[src/rtl/mpp_pkg.sv]
// Shared types and constants for the motion projection profile block.
// No dependencies; every other file imports this package.
`timescale 1ns / 1ps

package mpp_pkg;

    // Frame geometry and counter sizing
    localparam int MAX_COLS   = 1024;
    localparam int MAX_ROWS   = 1024;
    localparam int COUNT_BITS = 32;

    localparam int COL_BITS = $clog2(MAX_COLS);
    localparam int ROW_BITS = $clog2(MAX_ROWS);
    localparam int MAX_DIM  = (MAX_ROWS > MAX_COLS) ? MAX_ROWS : MAX_COLS;
    localparam int IDX_BITS = $clog2(MAX_DIM);

    localparam int FRAME_DEPTH     = MAX_ROWS * MAX_COLS;
    localparam int FRAME_ADDR_BITS = ROW_BITS + COL_BITS;

    // Field and register widths
    localparam int PIX_BITS = 8;
    localparam int THR_BITS = 8;
    localparam int DIM_BITS = 11;
    localparam int CFG_BITS = DIM_BITS;

    // Register reset values
    localparam logic [THR_BITS-1:0] THRESHOLD_RESET  = THR_BITS'(19);
    localparam logic [DIM_BITS-1:0] FRAME_COLS_RESET = DIM_BITS'(640);
    localparam logic [DIM_BITS-1:0] FRAME_ROWS_RESET = DIM_BITS'(480);

    localparam logic [COUNT_BITS-1:0] COUNT_MAX = '1;

    // Between-block queue
    localparam int QUEUE_DEPTH    = 4;
    localparam int QUEUE_PTR_BITS = $clog2(QUEUE_DEPTH);

    // Configuration register indexes
    typedef enum logic [1:0] {
        CFG_ROW_THRESHOLD = 2'd0,
        CFG_COL_THRESHOLD = 2'd1,
        CFG_FRAME_COLS    = 2'd2,
        CFG_FRAME_ROWS    = 2'd3
    } mpp_cfg_index_t;

    // Configuration as seen by the datapath, dimensions already clamped
    typedef struct packed {
        logic [THR_BITS-1:0] row_thr;
        logic [THR_BITS-1:0] col_thr;
        logic [DIM_BITS-1:0] cols;
        logic [DIM_BITS-1:0] rows;
    } mpp_cfg_t;

    // One classified pixel on its way from front to back
    typedef struct packed {
        logic [PIX_BITS-1:0] pixel;
        logic [ROW_BITS-1:0] row;
        logic [COL_BITS-1:0] col;
        logic                first;    // pixel of a first frame: store only
        logic                report;   // last pixel of a reported frame
        logic                restart;  // first pixel of a new video
    } mpp_op_t;

endpackage

[src/rtl/mpp_queue.sv]
// Short FIFO of classified ops between the front end and the back end.
// Uses mpp_pkg for the op type and depth.
`timescale 1ns / 1ps

module mpp_queue import mpp_pkg::*; (
    input  logic    clk,
    input  logic    rst_n,
    input  logic    push,
    input  mpp_op_t push_op,
    output logic    full,
    output logic    head_valid,
    output mpp_op_t head_op,
    input  logic    pop
);

    mpp_op_t                 slot_reg [QUEUE_DEPTH];
    logic [QUEUE_PTR_BITS-1:0] wr_ptr_reg, rd_ptr_reg;
    logic [QUEUE_PTR_BITS:0]   count_reg, count_next;

    assign full       = count_reg == (QUEUE_PTR_BITS + 1)'(QUEUE_DEPTH);
    assign head_valid = count_reg != '0;
    assign head_op    = slot_reg[rd_ptr_reg];

    // Occupancy
    always_comb
    begin
        case ({push, pop})
            2'b10:   count_next = count_reg + (QUEUE_PTR_BITS + 1)'(1);
            2'b01:   count_next = count_reg - (QUEUE_PTR_BITS + 1)'(1);
            default: count_next = count_reg;
        endcase
    end

    always_ff @(posedge clk)
    begin
        if (push)
        begin
            slot_reg[wr_ptr_reg] <= push_op;
        end
    end

    always_ff @(posedge clk or negedge rst_n)
    begin
        if (!rst_n)
        begin
            wr_ptr_reg <= '0;
            rd_ptr_reg <= '0;
            count_reg  <= '0;
        end
        else
        begin
            if (push)
            begin
                wr_ptr_reg <= wr_ptr_reg + QUEUE_PTR_BITS'(1);
            end
            if (pop)
            begin
                rd_ptr_reg <= rd_ptr_reg + QUEUE_PTR_BITS'(1);
            end
            count_reg <= count_next;
        end
    end

endmodule

[config.mk]
export PLATFORM = sky130hd
export DESIGN_NAME = mpp_queue
export DESIGN_NICKNAME = d
export VERILOG_FILES = /design/src/rtl/mpp_pkg.sv /design/src/rtl/mpp_queue.sv
export SDC_FILE = /design/constraint.sdc
export NUM_CORES = 1
export LEC_CHECK = 0
export CORE_UTILIZATION = 40
export DETAILED_ROUTE_END_ITERATION = 12
export DONT_BUFFER_PORTS = 1
export SYNTH_ARGS = -nofsm -noshare
export SYNTH_HDL_FRONTEND = slang
export SYNTH_SLANG_ARGS = --single-unit
[constraint.sdc]
create_clock -name clk -period 1.69 [get_ports clk]
set_input_delay 0.2535 -clock clk [delete_from_list [all_inputs] [get_ports clk]]
set_output_delay 0.2535 -clock clk [all_outputs]
set_load 0.005 [all_outputs]
Word-level counts from Yosys, hierarchy flattened
Memories as Yosys holds them, arrays and structs flattened.
Index checks and enable logic that the tools add are counted.

word-level totals
  register bits = 7
  memory bits (writable) = 124
  input bits = 35
  output and inout port bits = 33
  word-level logic and storage cells = 16
  memories = 1

memory list
  name      words  width  read ports  clocked after memory_dff  write ports  RTL line         source
  slot_reg  4      31     1           0                         1            mpp_queue.sv:16  mpp_op_t slot_reg [QUEUE_DEPTH];

cells by class
  add/sub/neg operators = 4
  equal/unequal tests = 3
  muxes and demuxes = 3
  reductions and logical operators = 2

operators by type and width
  kind                                              number
  case mux 3 bit (2 select lines)                   1
  adder 2 x 1 -> 2 bit, second input constant       2
  adder 3 x 1 -> 3 bit, second input constant       1
  == test 3 bit, second input constant              1
  nonzero test 3 bit                                1
  subtractor 3 x 1 -> 3 bit, second input constant  1
  == test 2 x 1 -> 1 bit, second input constant     1
  == test 2 bit, second input constant              1
  two-way mux 1 bit                                 2
  nonzero test 2 bit                                1

Logic depth before layout (Yosys ltp)
  word-level depth = 2
  mapped depth = 7
  gate-level depth less buffers = 7

Worst setup path before layout
Ideal clock, no wire load.

  path type = reg-to-reg
  start = register wr_ptr_reg[0]
  end = memory slot_reg[2][0] in the netlist's numbering, enable pin
  setup time = 0.391 ns
  arrival = 1.382 ns
  data required time = 1.299 ns
  setup slack = -0.083 ns
  stages on the path, launching flop included = 4
  buffers on the path = 0
  clock period less this slack = 1.773 ns
  cells stage by stage = dfrtp_1 inv_1 ha_1 and2_1

RTL lines
  item                    RTL line         source
  start, declared         mpp_queue.sv:17  logic [QUEUE_PTR_BITS-1:0] wr_ptr_reg, rd_ptr_reg;
  start signal, assigned  mpp_queue.sv:54  wr_ptr_reg <= wr_ptr_reg + QUEUE_PTR_BITS'(1);
  end, declared           mpp_queue.sv:16

Straight into the memory's write port.

==> impl_metrics.py <==
metrics = {
    "worst_setup_path": {
        "path_max_fanout": 9,
        "worstPathArrival_ns": 1.62,
        "r2r_cells": 4,
        "r2r-start": "wr_ptr_reg[1]",
        "timing.rr.end": "slot_reg[1][10]",
        "setup.worst_path.end": "head_op[22]",
        "cp.required_ns": 1.44,
        "reg2reg_setup_slack_ns": 0.26,
        "end_kind": "primary output",
        "critical_path.startpoint_type": "flip-flop",
        "critical_path_class": "flip-flop to primary output",
        "critPathLaunch": "rd_ptr_reg[0]",
    },
    "synthesis": {
        "synth_cell_type_count": 19,
        "synth_top_area_cell": "edfxtp_1",
        "syn_avg_cell_area_um2": 24.8,
        "synth_compound_area_share_pct": 0.102,
        "synth_fa_ha_area_share_pct": 1.68,
        "syn_nets": 239,
        "synth.area.mux_share_pct": 14.6,
        "synth-simple-area-share_pct": 0.993,
        "yosysSeqAreaShare_pct": 79.3,
        "ys_ff_latch": 131,
        "synth_top_area_share_pct": 75.7,
        "synth_xor_area_share_pct": 1.07,
        "netlist_area_mm2": 0.00492,
        "synth_top_family_by_area": "multiplexers",
        "synth_warnings": 0,
        "syn_inst": 198,
        "yosys-top-cells-area": "edfxtp_1 76%, mux4_2 13%, dfrtp_1 3.6%",
    },
    "layout": {
        "fin_util_pct": 51.6,
        "n_fill_cell": 936,
        "final_cell_mix": "124 x edfxtp_1, 34 x dlygate4sd3_1, 31 x mux4_2, 17 x clkbuf_16, 8 x buf_12",
        "drive_gt1_share_pct": 30.8,
        "syn2layout_area_growth_pct": 26.1,
        "instances_no_fill": 421,
        "layout.nets": 301,
        "largest_reg_flops": 124,
        "final_common_cell": "edfxtp_1",
        "post-route-cell-area_mm2": 0.00620,
    },
    "clocking": {
        "cts_sinks": 131,
        "cts_tree": "done",
        "cts_buffers": 17,
        "root_buffer": "clkbuf_16",
        "htreeDepth": 4,
        "path_clk_slew_ns": 0.06,
        "clk_latency_ns": 0.41,
        "clock_path_buffers": 2,
    },
    "sta": {
        "post-route-worst-setup-slack_ns": -0.180,
        "slew_violations": 0,
        "rsz0062_at_grt": "yes",
        "finalHoldViolCount": 0,
        "fin_worst_skew_ns": 0.00370,
        "period_share_pct": 111,
        "worst_slew_pin_slew_ns": 0.334,
        "max_freq_ghz": 0.535,
        "period_needed_ns": 1.87,
        "slew_headroom_pct": 77.7,
        "setup_viol": 31,
    },
    "power": {
        "power.leakage_nw": 2.10,
        "power_density_mw_per_mm2": 1750,
        "max-vdd-ir-drop_uv": 874,
        "p_total_mw": 10.8,
    },
    "status": {
        "outcome": "finished with violations",
        "violations": "negative setup slack",
    },
    "global_routing": {
        "grt_antenna_before_repair": 1,
        "grt_overflow": 0,
        "grt_pass1_wl_mm": 13.5,
        "globalRouteTotalUtil_pct": 15.1,
        "grt_max_degree": 24,
        "grt_pass1_vias": 2355,
    },
    "floorplanning": {
        "die_h_um": 113,
        "die_w_um": 113,
        "ios": 68,
        "rows": 40,
        "dieArea_mm2": 0.0127,
        "initial_core_util_pct": 40.9,
        "core_area_mm2": 0.0120,
    },
    "hold_path": {
        "min-delay-start": "pop",
        "hp-class": "input port to flip-flop",
    },
    "flow_run": {
        "drv_cap": 0,
    },
    "routing": {
        "viasPerCell": 5.04,
        "wire_per_inst_um": 20.2,
        "dr_total_vias": 2121,
        "drc": 0,
        "drtIter0Drc": 97,
        "drtAntennaViolNets": 0,
        "wirelength_mm": 8.49,
        "drt_pass1_iterations": 5,
    },
    "place": {
        "numPortBuffers": 0,
        "finalWeightedCongestion": 0.661,
        "dp_hpwl_mm": 4.93,
        "dp_worst_setup_slack_ns": 0.181,
        "dp.cells": 351,
        "place_area_mm2": 0.00521,
    },
}
area by class of cell:
class	count	area [um2]	share of cell area, %
Sequential cell	131	3900	62.9
Multi-Input combinational cell	54	902	14.6
Timing Repair Buffer	50	572	9.22
Clock buffer	17	425	6.86
Clock inverter	15	190	3.07
Tap cell	147	184	2.97
Inverter	6	22.5	0.363
Antenna cell	1	2.50	0.0404
through the flow:
step	hold WS (ns)	setup TNS, ns
floorplan	-0.0421	0
global placement	-0.0418	0
detailed placement	-0.0419	0
CTS	0.127	-6.52
global route	0.152	-6.86
finish	0.149	-4.89
worst max-delay path, cell delays in order, from the launching register on:
cell and delay (ns):
dfrtp_2 0.47, buf_12 0.19, mux4_2 0.54
cells by family after synthesis:
| family | count (synthesis) |
|---|---|
| flops | 131 |
| mux | 32 |
| buf+inv | 13 |
| simple gates | 9 |
| xor+xnor | 6 |
| fa+ha+maj | 6 |
| compound gates | 1 |
power breakdown:
group	switching, mW	internal, mW
clock network	1.31	2.45
logic	1.23	1.34
registers	0.250	4.27
worst min path at each step:
| stage | end | cells after the start |
|---|---|---|
| global route | count_reg[1] | 2 |
| detailed placement | count_reg[0] | 0 |
| floorplan | count_reg[0] | 0 |
| CTS | count_reg[0] | 2 |
| finish | count_reg[0] | 2 |
| global placement | count_reg[2] | 0 |
routing by layer:
layer | up-vias | track usage [%] | part of all wire, %
li1 | 958 | - | -
met1 | 1083 | 18.7 | 43
met2 | 67 | 23.2 | 49
met3 | 13 | 6.96 | 6.2
met4 | 0 | 5.79 | 1.6
met5 | - | 0 | 0
synthesized netlist by cell type (all sizes together):
| cell type | n |
|---|---|
| xnor2 | 2 |
| and2 | 4 |
| or3 | 1 |
| edfxtp | 124 |
| inv | 6 |
| and3 | 1 |
| ha | 5 |
| o21ai | 1 |
| buf | 7 |
| nor2 | 1 |
| mux4 | 31 |
| dfrtp | 7 |
| fa | 1 |
| xor2 | 4 |
| nand2 | 2 |
| mux2i | 1 |
repair_timing:
| action | in CTS | in global routing |
|---|---|---|
| pin swaps | 0 | 0 |
| cloned | 1 | 0 |
| endpoints found under the setup margin | 31 | 31 |
| hold buffers | 34 | 0 |
| resized for setup | 5 | 2 |
| hold endpoints to repair | 135 | 0 |
| setup buffers | 3 | 0 |
Note: power is estimated with default switching activity, not from simulation.
