### config.mk
export PLATFORM = sky130hd
export DESIGN_NAME = mpp_front_flat
export DESIGN_NICKNAME = d
export VERILOG_FILES = /design/src/rtl/mpp_pkg.sv /design/src/rtl/mpp_if.sv /design/src/rtl/mpp_front.sv /design/src/flat_wrapper.sv
export SDC_FILE = /design/constraint.sdc
export NUM_CORES = 1
export LEC_CHECK = 0
export BUFFER_PORTS_ARGS = -buffer_cell sky130_fd_sc_hd__buf_2
export CORE_AREA = 10 10 76 78
export DETAILED_ROUTE_END_ITERATION = 7
export DIE_AREA = 0 0 86 88
export GPL_TIMING_DRIVEN = 0
export PLACE_DENSITY = 0.83
export RECOVER_POWER = 100
export SLEW_MARGIN = 0
export SYNTH_ARGS = -nofsm -noshare
export SYNTH_HDL_FRONTEND = slang
export SYNTH_SLANG_ARGS = --single-unit
### constraint.sdc
create_clock -name clk -period 4.2 [get_ports clk]
set_input_delay 0.21 -clock clk [delete_from_list [all_inputs] [get_ports clk]]
set_output_delay 0.21 -clock clk [all_outputs]
set_load 0.01 [all_outputs]
### src/rtl/mpp_pkg.sv
// Shared types and constants for the motion projection profile block.
// No dependencies; every other file imports this package.
`timescale 1ns / 1ps

package mpp_pkg;

    // Frame geometry and counter sizing
    localparam int MAX_COLS   = 1024;
    localparam int MAX_ROWS   = 1024;
    localparam int COUNT_BITS = 32;

    localparam int COL_BITS = $clog2(MAX_COLS);
    localparam int ROW_BITS = $clog2(MAX_ROWS);
    localparam int MAX_DIM  = (MAX_ROWS > MAX_COLS) ? MAX_ROWS : MAX_COLS;
    localparam int IDX_BITS = $clog2(MAX_DIM);

    localparam int FRAME_DEPTH     = MAX_ROWS * MAX_COLS;
    localparam int FRAME_ADDR_BITS = ROW_BITS + COL_BITS;

    // Field and register widths
    localparam int PIX_BITS = 8;
    localparam int THR_BITS = 8;
    localparam int DIM_BITS = 11;
    localparam int CFG_BITS = DIM_BITS;

    // Register reset values
    localparam logic [THR_BITS-1:0] THRESHOLD_RESET  = THR_BITS'(19);
    localparam logic [DIM_BITS-1:0] FRAME_COLS_RESET = DIM_BITS'(640);
    localparam logic [DIM_BITS-1:0] FRAME_ROWS_RESET = DIM_BITS'(480);

    localparam logic [COUNT_BITS-1:0] COUNT_MAX = '1;

    // Between-block queue
    localparam int QUEUE_DEPTH    = 4;
    localparam int QUEUE_PTR_BITS = $clog2(QUEUE_DEPTH);

    // Configuration register indexes
    typedef enum logic [1:0] {
        CFG_ROW_THRESHOLD = 2'd0,
        CFG_COL_THRESHOLD = 2'd1,
        CFG_FRAME_COLS    = 2'd2,
        CFG_FRAME_ROWS    = 2'd3
    } mpp_cfg_index_t;

    // Configuration as seen by the datapath, dimensions already clamped
    typedef struct packed {
        logic [THR_BITS-1:0] row_thr;
        logic [THR_BITS-1:0] col_thr;
        logic [DIM_BITS-1:0] cols;
        logic [DIM_BITS-1:0] rows;
    } mpp_cfg_t;

    // One classified pixel on its way from front to back
    typedef struct packed {
        logic [PIX_BITS-1:0] pixel;
        logic [ROW_BITS-1:0] row;
        logic [COL_BITS-1:0] col;
        logic                first;    // pixel of a first frame: store only
        logic                report;   // last pixel of a reported frame
        logic                restart;  // first pixel of a new video
    } mpp_op_t;

endpackage

### src/rtl/mpp_if.sv
// Stream interfaces for the pixel input and the peak result output.
// Depends on mpp_pkg for field widths.
`timescale 1ns / 1ps

interface mpp_pixel_if import mpp_pkg::*; ();
    logic                valid;
    logic                ready;
    logic [PIX_BITS-1:0] pixel;
    logic                video_start;

    modport source (output valid, output pixel, output video_start, input ready);
    modport sink   (input valid, input pixel, input video_start, output ready);
endinterface


### src/rtl/mpp_front.sv
// Front end: accepts pixels, tracks raster position and frame phase,
// and pushes one classified op per pixel into the queue. Uses mpp_pkg, mpp_if.
`timescale 1ns / 1ps

module mpp_front import mpp_pkg::*; (
    input  logic        clk,
    input  logic        rst_n,
    input  mpp_cfg_t    cfg,
    mpp_pixel_if.sink   pixels,
    input  logic        full,
    output logic        push,
    output mpp_op_t     push_op
);

    logic [ROW_BITS-1:0] row_pos_reg, row_pos_next;
    logic [COL_BITS-1:0] col_pos_reg, col_pos_next;
    logic                first_reg, first_next;

    logic [ROW_BITS-1:0] cur_row;
    logic [COL_BITS-1:0] cur_col;
    logic                cur_first;
    logic                end_row;
    logic                end_frame;

    assign pixels.ready = !full;
    assign push         = pixels.valid && !full;

    // Position of this pixel; a video start restarts at the origin
    always_comb
    begin
        cur_row   = pixels.video_start ? '0 : row_pos_reg;
        cur_col   = pixels.video_start ? '0 : col_pos_reg;
        cur_first = pixels.video_start ? 1'b1 : first_reg;
        end_row   = (DIM_BITS'(cur_col) + DIM_BITS'(1)) >= cfg.cols;
        end_frame = end_row && ((DIM_BITS'(cur_row) + DIM_BITS'(1)) >= cfg.rows);
    end

    // Classified op
    always_comb
    begin
        push_op.pixel   = pixels.pixel;
        push_op.row     = cur_row;
        push_op.col     = cur_col;
        push_op.first   = cur_first;
        push_op.report  = end_frame && !cur_first;
        push_op.restart = pixels.video_start;
    end

    // Raster advance on each transfer
    always_comb
    begin
        row_pos_next = row_pos_reg;
        col_pos_next = col_pos_reg;
        first_next   = first_reg;
        if (push)
        begin
            if (end_row)
            begin
                col_pos_next = '0;
                row_pos_next = end_frame ? '0 : cur_row + ROW_BITS'(1);
            end
            else
            begin
                col_pos_next = cur_col + COL_BITS'(1);
                row_pos_next = cur_row;
            end
            first_next = end_frame ? 1'b0 : cur_first;
        end
    end

    always_ff @(posedge clk or negedge rst_n)
    begin
        if (!rst_n)
        begin
            row_pos_reg <= '0;
            col_pos_reg <= '0;
            first_reg   <= 1'b1;
        end
        else
        begin
            row_pos_reg <= row_pos_next;
            col_pos_reg <= col_pos_next;
            first_reg   <= first_next;
        end
    end

endmodule

### src/flat_wrapper.sv
// flat-port wrapper written by rule: the top's interface ports become plain ports
module mpp_front_flat import mpp_pkg::*;
  (clk, rst_n, cfg, full, push, push_op, pixels_valid, pixels_pixel, pixels_video_start, pixels_ready);
  mpp_pixel_if pixels_i ();
  input  logic clk;
  input  logic rst_n;
  input  mpp_cfg_t cfg;
  input  logic full;
  output logic push;
  output mpp_op_t push_op;
  input wire logic [$bits(pixels_i.valid)-1:0] pixels_valid;
  input wire logic [$bits(pixels_i.pixel)-1:0] pixels_pixel;
  input wire logic [$bits(pixels_i.video_start)-1:0] pixels_video_start;
  output wire logic [$bits(pixels_i.ready)-1:0] pixels_ready;
  assign pixels_i.valid = pixels_valid;
  assign pixels_i.pixel = pixels_pixel;
  assign pixels_i.video_start = pixels_video_start;
  assign pixels_ready = pixels_i.ready;
  mpp_front u_core (.clk(clk), .rst_n(rst_n), .cfg(cfg), .pixels(pixels_i), .full(full), .push(push), .push_op(push_op));
endmodule
Yosys cells after proc, flatten, opt, wreduce, memory -nomap -nowiden
Index checks and enable logic that the tools add are counted.
{"block": "totals", "reg_bits": 21, "latch_bits": 0, "mem_bits_rw": 0, "mem_bits_ro": 0, "output_inout_bits": 33, "wordCells": 21, "mem_count": 0}
{"block": "classes", "n_addsub": 4, "mul": 0, "n_div": 0, "magnitude_cmp": 2, "eq_ne": 0, "shift": 0, "n_mux": 7, "bitwise": 0, "n_reduce_logical": 5}
{"op": "$mux 10", "n": 5}
{"op": "$add 10x1->11 const B", "n": 2}
{"op": "$ge 11x11->1", "n": 2}
{"op": "$add 10x1->10 const B", "n": 2}
{"op": "$logic_and 1x1->1", "n": 3}
{"op": "$logic_not 1->1", "n": 2}
{"op": "$mux 1", "n": 2}

Logic depth before layout (Yosys ltp)
Gate-level depths: netlist of the first run.
{"block": "logic_depth", "word_depth": 6, "ltp_mapped": 18, "ltp_nobuf": 13}

Worst setup path after synthesis of the first run
No wires, ideal clock.
{"block": "synth_timing", "path_type": "in2reg", "from": "input port pixels_video_start", "to": "register u_core.row_pos_reg[3]", "setup_ns": 0.127, "arrival_time_ns": 3.199, "required_time_ns": 4.073, "setup_slack_ns": 0.875, "path_stages": 15, "n_path_buf": 5, "path_cell_list": "buf_6 > clkbuf_1 > buf_2 > buf_2 > nor2b_1 > ha_1 > and3_1 > mux2_2 > ha_1 > and4_1 > a31oi_1 > and2_1 > buf_2 > a21o_1 > a221o_2"}
{"item": "start: declaration", "line_no": "flat_wrapper.sv:13", "text": "input wire logic [$bits(pixels_i.video_start)-1:0] pixels_video_start;"}
{"item": "end signal: assignment", "line_no": "mpp_front.sv:81", "text": "row_pos_reg <= row_pos_next;"}
{"item": "end: declaration", "line_no": "mpp_front.sv:15", "text": "logic [ROW_BITS-1:0] row_pos_reg, row_pos_next;"}

==> metrics.csv, run 1 <==
stage,metric,value,unit
sta,Final WS setup,383,ps
logic_synthesis,top post-synthesis cells by count,"nand2_1 (29), inv_1 (26), ha_1 (22)",
placement,Post-DP HPWL,4510,µm
critical_path,Worst Path Required,3990,ps
critical_path,"slowest stage cell, crit path",clkbuf_1,
sta,Setup Skew,6.13,ps
placement,pre-CTS setup slack,283,ps
logic_synthesis,"count leader, synth",nand2_1,
power_and_ir_drop,Net Switching,144,µW
critical_path,most frequent CP cell,buf_2,
flow_run,Max-Cap Viols,0,
final_layout,Total Nets Final,399,
critical_path,peak fanout along the critical path,10,
logic_synthesis,top-area cell type share of the netlist area,0.243,
critical_path,"delay-heaviest family, CP",buffers and inverters,
logic_synthesis,compound-gate portion of the synthesized area,0.166,
die,I/O pins,84,
logic_synthesis,YS warnings,0,
worst_hold_path,Hold WC Path Type,input pin to flip-flop,
logic_synthesis,largest family of logic cells by synthesized area,simple AND/OR/NAND/NOR gates,
logic_synthesis,Main synth FF type,dfrtp_1,
power_and_ir_drop,Sw Share,0.304,
final_layout,Ant. Diodes,0,
sta,setup tns final,0,ps
logic_synthesis,post-synthesis mux area share,0.00546,
logic_synthesis,Synth Area in Simple Gates,0.267,
die,die height,88,µm
routing,DRT antenna net count,0,
routing,WL/cell,14.8,µm
global_route,grt ovf,0,
routing,DRC,0,
clock_network,CTS tree,built,
sta,final hold viol count,0,
sta,max_slew headroom,0.226,
global_route,pin count of the biggest net entering global routing,22,
logic_synthesis,register bit total from synthesis,21,
logic_synthesis,largest cells by area after synthesis,"dfrtp_1 (24%), ha_1 (13%), nor2b_1 (5.5%)",
routing,final wirelength,5590,µm
logic_synthesis,mapped cell area,0.00206,mm²
global_route,vias in the first global route,1985,
sta,Peak Freq,0.262,GHz
run_status,status,finished clean,
power_and_ir_drop,clock share of power,0.289,
power_and_ir_drop,part of the power in registers,0.471,
final_layout,non-filler instance count after layout,377,
clock_network,clock slew at the register clock pins of the worst setup and hold paths,80,ps
die,DIE AREA,0.00757,mm²
final_layout,layout cells sized above 1,0.172,
clock_network,total CTS buffers,3,
routing,First-pass DRT Iterations,4,
critical_path,Setup crit end kind,output pin,
critical_path,Worst EP arrival,3610,ps
critical_path,crit-path max cell delay,400,ps
global_route,initial antenna violation count,0,
power_and_ir_drop,combinational share of power,0.240,
global_route,first-pass GRT wire length,8950,µm
logic_synthesis,synth unique cells,51,
sta,count of final setup violators,0,
die,Initial Utilization,0.480,
clock_network,Max H-tree Level,1,
logic_synthesis,syn nets,335,
sta,RSZ-0062 raised after global routing,false,
logic_synthesis,Mean Syn Cell Area,7.87,µm²
logic_synthesis,Synth area leader,dfrtp_1,
logic_synthesis,Post-synth EDFFs,0,
clock_network,TritonCTS sink count,21,
critical_path,CP Class,input pin to output pin,
global_route,GRT Total Usage,0.141,
placement,I/O Buffers,58,
final_layout,post-layout util,0.563,
sta,Final period util,0.909,
routing,vias post-DR,2041,
clock_network,clk_lat worst skew,270,ps
sta,worst-margin pin slew,1160,ps
critical_path,"Buf+Inv Stages, Crit Path",6,
logic_synthesis,sequential area share after synthesis,0.255,
sta,Final min period,3820,ps
placement,Final GP Congestion,0.860,
final_layout,"Area growth, synth to finish",17.1,%
critical_path,cells along the critical path,"buf_6, clkbuf_1, buf_2, buf_2, nor2b_1, ha_1, and3_1, nand3_1, xor2_1, nor2_1, ha_1, and4_1, a31oi_1, and2_0, buf_2, nor3_1, clkbuf_1",
die,CORE AREA,0.00429,mm²
power_and_ir_drop,Lkg Pwr,0.00119,µW
die,Die X,86,µm
clock_network,clock root cell,clkbuf_8,
power_and_ir_drop,power per standard cell area,196,mW/mm²
routing,Iter 0 DRT Violations,156,
clock_network,maximum clock insertion buffer count,2,
critical_path,crit start category,input pin,
logic_synthesis,adder-cell share of the synthesized area,0.133,
die,Std-Cell Rows,24,
power_and_ir_drop,Int Pwr,329,µW
routing,DR vias/cell,5.41,
placement,placed insts,372,
power_and_ir_drop,Max IR drop VDD,173,µV
logic_synthesis,async set-reset flop share out of synthesis,1.00,
logic_synthesis,Post-Synth XOR/XNOR Area,0.0594,
logic_synthesis,Synth Instances,262,
sta,Final Max Tran Viols,0,
-- path summary, 6_finish.rpt --
| kind | startpoint | end | slack [ps] | cells after the start |
|---|---|---|---|---|
| worst max register to register | u_core.col_pos_reg[0]$_DFFE_PN0P_ | u_core.row_pos_reg[3]$_DFFE_PN0P_ | 900 | 12 |
| worst max-delay path | pixels_video_start | push_op[1] | 380 | 17 |
| worst min register to register | u_core.col_pos_reg[7]$_DFFE_PN0P_ | u_core.col_pos_reg[7]$_DFFE_PN0P_ | 490 | 2 |
| max in group asynchronous | rst_n | u_core.col_pos_reg[4]$_DFFE_PN0P_ | 2820 | 2 |
| worst min-delay path | pixels_video_start | u_core.row_pos_reg[5]$_DFFE_PN0P_ | 330 | 4 |
| min in group asynchronous | rst_n | u_core.col_pos_reg[8]$_DFFE_PN0P_ | 680 | 2 |
-- cell type report --
type	count	area (µm²)
Tap cell	52	65.1
Multi-Input combinational cell	193	1280
Clock buffer	4	45.0
Sequential cell	21	527
Timing Repair Buffer	59	265
Buffer	22	135
Inverter	26	97.6
Fill cell	415	1880
-- worst reg2reg max path, stage by stage (launching register included) --
cell     delay [ps]
dfrtp_1         390
nor2b_1         320
ha_1            240
and3_1          260
nand3_1         120
xor2_1          190
nor2_1           80
ha_1            310
and4_1          190
a31oi_1         120
a21oi_1         510
nor4b_1         340
a221o_2         180
-- metrics by stage --
stage | power (µW) | hold WS, ps | area [µm²]
6_report | 473 | 332 | 2420
5_1_grt | 501 | 341 | 2420
4_1_cts | 479 | 316 | 2470
3_5_place_dp | 345 | 191 | 2420
3_3_place_gp | 340 | 188 | 2420
2_1_floorplan | 299 | -85.6 | 2060
-- routing by layer --
layer  part of all wire  vias to the layer above  routed length [µm]  global-route usage
li1                   -                     1016                   -                   -
met1               0.40                      951                2260               0.154
met2               0.52                       60                2880               0.260
met3              0.066                       14                 370              0.0409
met4              0.013                        0                  74              0.0329
met5                  0                        -                   0                   0
-- placed cells by master (no fill, tap or decap), types with 2 or more instances in the layout --
cell type,Yosys,routed
o21ai_0,12,13
nor2b_1,18,19
buf_2,5,33
nor2_1,19,19
nand4_1,7,7
and2_1,3,2
a21oi_1,14,14
nor3_1,1,2
a22oi_1,3,3
ha_1,22,22
xnor2_1,5,5
nand3_1,11,11
or2_2,2,2
o21a_1,2,2
nand2_1,29,29
o41ai_1,2,2
xor2_1,9,9
and3_1,3,3
clkbuf_8,0,3
a22o_1,3,3
buf_4,11,11
a32oi_1,2,2
dfrtp_1,20,20
o211ai_1,2,2
clkbuf_1,5,36
inv_1,26,26
-- power by group through the flow --
stage               Clock, µW  Sequential [µW]  Combinational, µW
finish                    137              223                113
global route              147              225                128
CTS                       137              223                119
detailed placement          0              227                118
global placement            0              226                113
floorplan                   0              225               74.3
-- timing repair --
action	in CTS	in global routing
endpoints found under the hold margin	20	0
gates resized for setup	0	0
setup endpoints to repair	0	0
setup buffers	0	0
hold buffers	1	0
-- logic make-up after synthesis --
logic type,Yosys count
buffers and inverters,48
AO/OA/AOI/OAI,52
adder cells (fa/ha/maj),22
AND/OR/NAND/NOR,104
flip-flops,21
XOR/XNOR,14
multiplexers,1
No activity file was read; power rests on OpenSTA's default activity.
==> inputs of run 2 (changes only) <==
--- a/config.mk
+++ b/config.mk
@@ -6,11 +6,11 @@
 export NUM_CORES = 1
 export LEC_CHECK = 0
 export BUFFER_PORTS_ARGS = -buffer_cell sky130_fd_sc_hd__buf_2
-export CORE_AREA = 10 10 76 78
+export CORE_AREA = 10 10 84 72
 export DETAILED_ROUTE_END_ITERATION = 7
-export DIE_AREA = 0 0 86 88
+export DIE_AREA = 0 0 94 82
 export GPL_TIMING_DRIVEN = 0
-export PLACE_DENSITY = 0.83
+export PLACE_DENSITY = 0.82
 export RECOVER_POWER = 100
 export SLEW_MARGIN = 0
 export SYNTH_ARGS = -nofsm -noshare
==> run 2 against run 1 <==
  * Non-clock buffer count did not move
  * Combinational power barely moved
  * Via count fell by 2.7%
  * Global-route usage rose by 0.47 points
  * Design area rose by 0.41%
  * Largest cell class unchanged
  * Largest power group unchanged
  * Highest routed layer unchanged
==> metrics.csv, run 2 (same netlist as run 1, synthesis figures left out) <==
stage,metric,value,unit,change
die,die height,82,µm,-6.8%
power_and_ir_drop,Max IR drop VDD,232,µV,+34%
die,Initial Utilization,0.468,,-0.0120
placement,I/O Buffers,58,,unchanged
critical_path,reg2reg path depth,13,,+1
routing,Iter 0 DRT Violations,100,,-36%
placement,Final GP Congestion,0.912,,+6.1%
die,DIE AREA,0.00771,mm²,+1.8%
sta,final hold viol count,0,,unchanged
power_and_ir_drop,Int Pwr,329,µW,-0.17%
critical_path,CP Class,input pin to output pin,,
sta,Peak Freq,0.263,GHz,+0.53%
clock_network,setup repair bufs after CTS,0,,unchanged
critical_path,peak fanout along the critical path,10,,unchanged
clock_network,total CTS buffers,3,,unchanged
sta,setup tns final,0,ps,unchanged
clock_network,maximum clock insertion buffer count,2,,unchanged
power_and_ir_drop,power per standard cell area,195,mW/mm²,-0.38%
clock_network,clk_lat worst skew,270,ps,about the same
sta,Final period util,0.904,,-0.00481
sta,max_slew headroom,0.201,,-0.0255
clock_network,CTS tree,built,,
sta,RSZ-0062 raised after global routing,false,,
final_layout,"Area growth, synth to finish",17.6,%,
global_route,vias in the first global route,1940,,-2.3%
die,I/O pins,84,,unchanged
routing,vias post-DR,1985,,-2.7%
placement,Post-DP HPWL,4450,µm,-1.2%
power_and_ir_drop,Sw Share,0.305,,+0.00139
die,CORE AREA,0.00440,mm²,+2.6%
routing,final wirelength,5520,µm,-1.1%
critical_path,Setup crit end kind,output pin,,
worst_hold_path,Hold Path Depth,4,,unchanged
clock_network,clock slew at the register clock pins of the worst setup and hold paths,80,ps,about the same
die,Die X,94,µm,+9.3%
power_and_ir_drop,Lkg Pwr,0.00119,µW,about the same
final_layout,Fill cells,450,,+8.4%
global_route,initial antenna violation count,0,,unchanged
routing,DRC,0,,unchanged
sta,count of final setup violators,0,,unchanged
sta,Final Max Tran Viols,0,,unchanged
power_and_ir_drop,combinational share of power,0.237,,-0.003
routing,DR vias/cell,5.16,,-4.8%
routing,First-pass DRT Iterations,4,,unchanged
global_route,first-pass GRT wire length,9210,µm,+2.9%
final_layout,Total Nets Final,399,,unchanged
routing,DRT antenna net count,0,,unchanged
sta,Setup Skew,3.92,ps,-2.20 ps
clock_network,CTS hold repair buffers,1,,unchanged
die,Std-Cell Rows,22,,-8.3%
sta,Final min period,3800,ps,-20.2 ps
final_layout,"commonest non-fill, non-tap cell in the layout",clkbuf_1,,
global_route,grt ovf,0,,unchanged
critical_path,Worst EP arrival,3590,ps,-20 ps
clock_network,clock root cell,clkbuf_8,,
power_and_ir_drop,Net Switching,145,µW,+0.49%
final_layout,layout cells sized above 1,0.172,,unchanged
routing,WL/cell,14.3,µm,-3.2%
clock_network,TritonCTS sink count,21,,unchanged
final_layout,Ant. Diodes,0,,unchanged
power_and_ir_drop,clock share of power,0.290,,about the same
critical_path,R2R setup slack,850,ps,-50 ps
worst_hold_path,Hold WC Path Type,input pin to flip-flop,,
clock_network,Max H-tree Level,1,,unchanged
final_layout,post-layout util,0.551,,-0.0118
critical_path,crit start category,input pin,,
clock_network,number of gates resized after CTS,0,,unchanged
global_route,GRT Total Usage,0.145,,+0.00474
sta,worst-margin pin slew,1200,ps,+38.3 ps
final_layout,most frequent cells in the layout,"clkbuf_1 (36), buf_2 (33), nand2_1 (29)",,
flow_run,Max-Cap Viols,0,,unchanged
global_route,pin count of the biggest net entering global routing,22,,unchanged
run_status,status,finished clean,,
power_and_ir_drop,part of the power in registers,0.473,,+0.002
critical_path,Worst Path Required,3990,ps,about the same
==> run 2: cell counts in the layout (fill, tap and decap cells not counted) <==
No cell type changed its count.
==> run 2: critical path: stages <==
cell and delay [ps]:
buf_6 120, clkbuf_1 400, buf_2 320, buf_2 270, nor2b_1 100, ha_1 210
and3_1 230, nand4_1 120, xor2_1 150, nor2_1 70, ha_1 300, a21oi_1 140
o21ai_0 110, a31oi_1 260, and2_1 170, buf_2 220, nor3_1 70, clkbuf_1 130
==> run 2: power groups by stage <==
stage / registers, µW / logic [µW] / clock network, µW
floorplan: 225 / 74.3 / 0
global placement: 227 / 113 / 0
detailed placement: 228 / 117 / 0
CTS: 224 / 118 / 139
global route: 228 / 129 / 148
finish: 224 / 112 / 137
==> run 2: area by class of cell <==
type | instances | area [µm²] | share of cell area
timing repair buffer | 59 | 265 | 0.109
clock buffer | 4 | 45.0 | 0.0186
inverter | 26 | 97.6 | 0.0402
multi-input combinational | 193 | 1280 | 0.528
sequential | 21 | 527 | 0.217
buffer | 22 | 135 | 0.0557
tap | 60 | 75.1 | 0.0309
==> run 2: metal layers <==
| layer | GRT usage | wire length, µm |
|---|---|---|
| met5 | 0 | 0 |
| met4 | 0.0288 | 35 |
| met3 | 0.0428 | 403 |
| met2 | 0.243 | 2580 |
| met1 | 0.182 | 2510 |
==> run 2: metrics by stage <==
| step | worst slack, ps | instances | total power, µW | hold WS (ps) | instance area [µm²] |
|---|---|---|---|---|---|
| after floorplan | 875 | 262 | 299 | -85.6 | 2060 |
| after global placement | 307 | 380 | 339 | 200 | 2430 |
| after detailed placement | 255 | 380 | 345 | 207 | 2430 |
| after CTS | 356 | 385 | 481 | 301 | 2480 |
| after global routing | 112 | 385 | 505 | 369 | 2430 |
| final | 403 | 385 | 473 | 317 | 2430 |
==> run 2: worst paths after layout <==
path | end | start
min in group asynchronous | u_core.row_pos_reg[3]$_DFFE_PN0P_ | rst_n
setup / recovery | push_op[1] | pixels_video_start
max in group asynchronous | u_core.col_pos_reg[6]$_DFFE_PN0P_ | rst_n
hold reg to reg | u_core.col_pos_reg[7]$_DFFE_PN0P_ | u_core.col_pos_reg[7]$_DFFE_PN0P_
hold / removal | u_core.row_pos_reg[5]$_DFFE_PN0P_ | pixels_video_start
setup reg to reg | u_core.row_pos_reg[2]$_DFFE_PN0P_ | u_core.col_pos_reg[0]$_DFFE_PN0P_
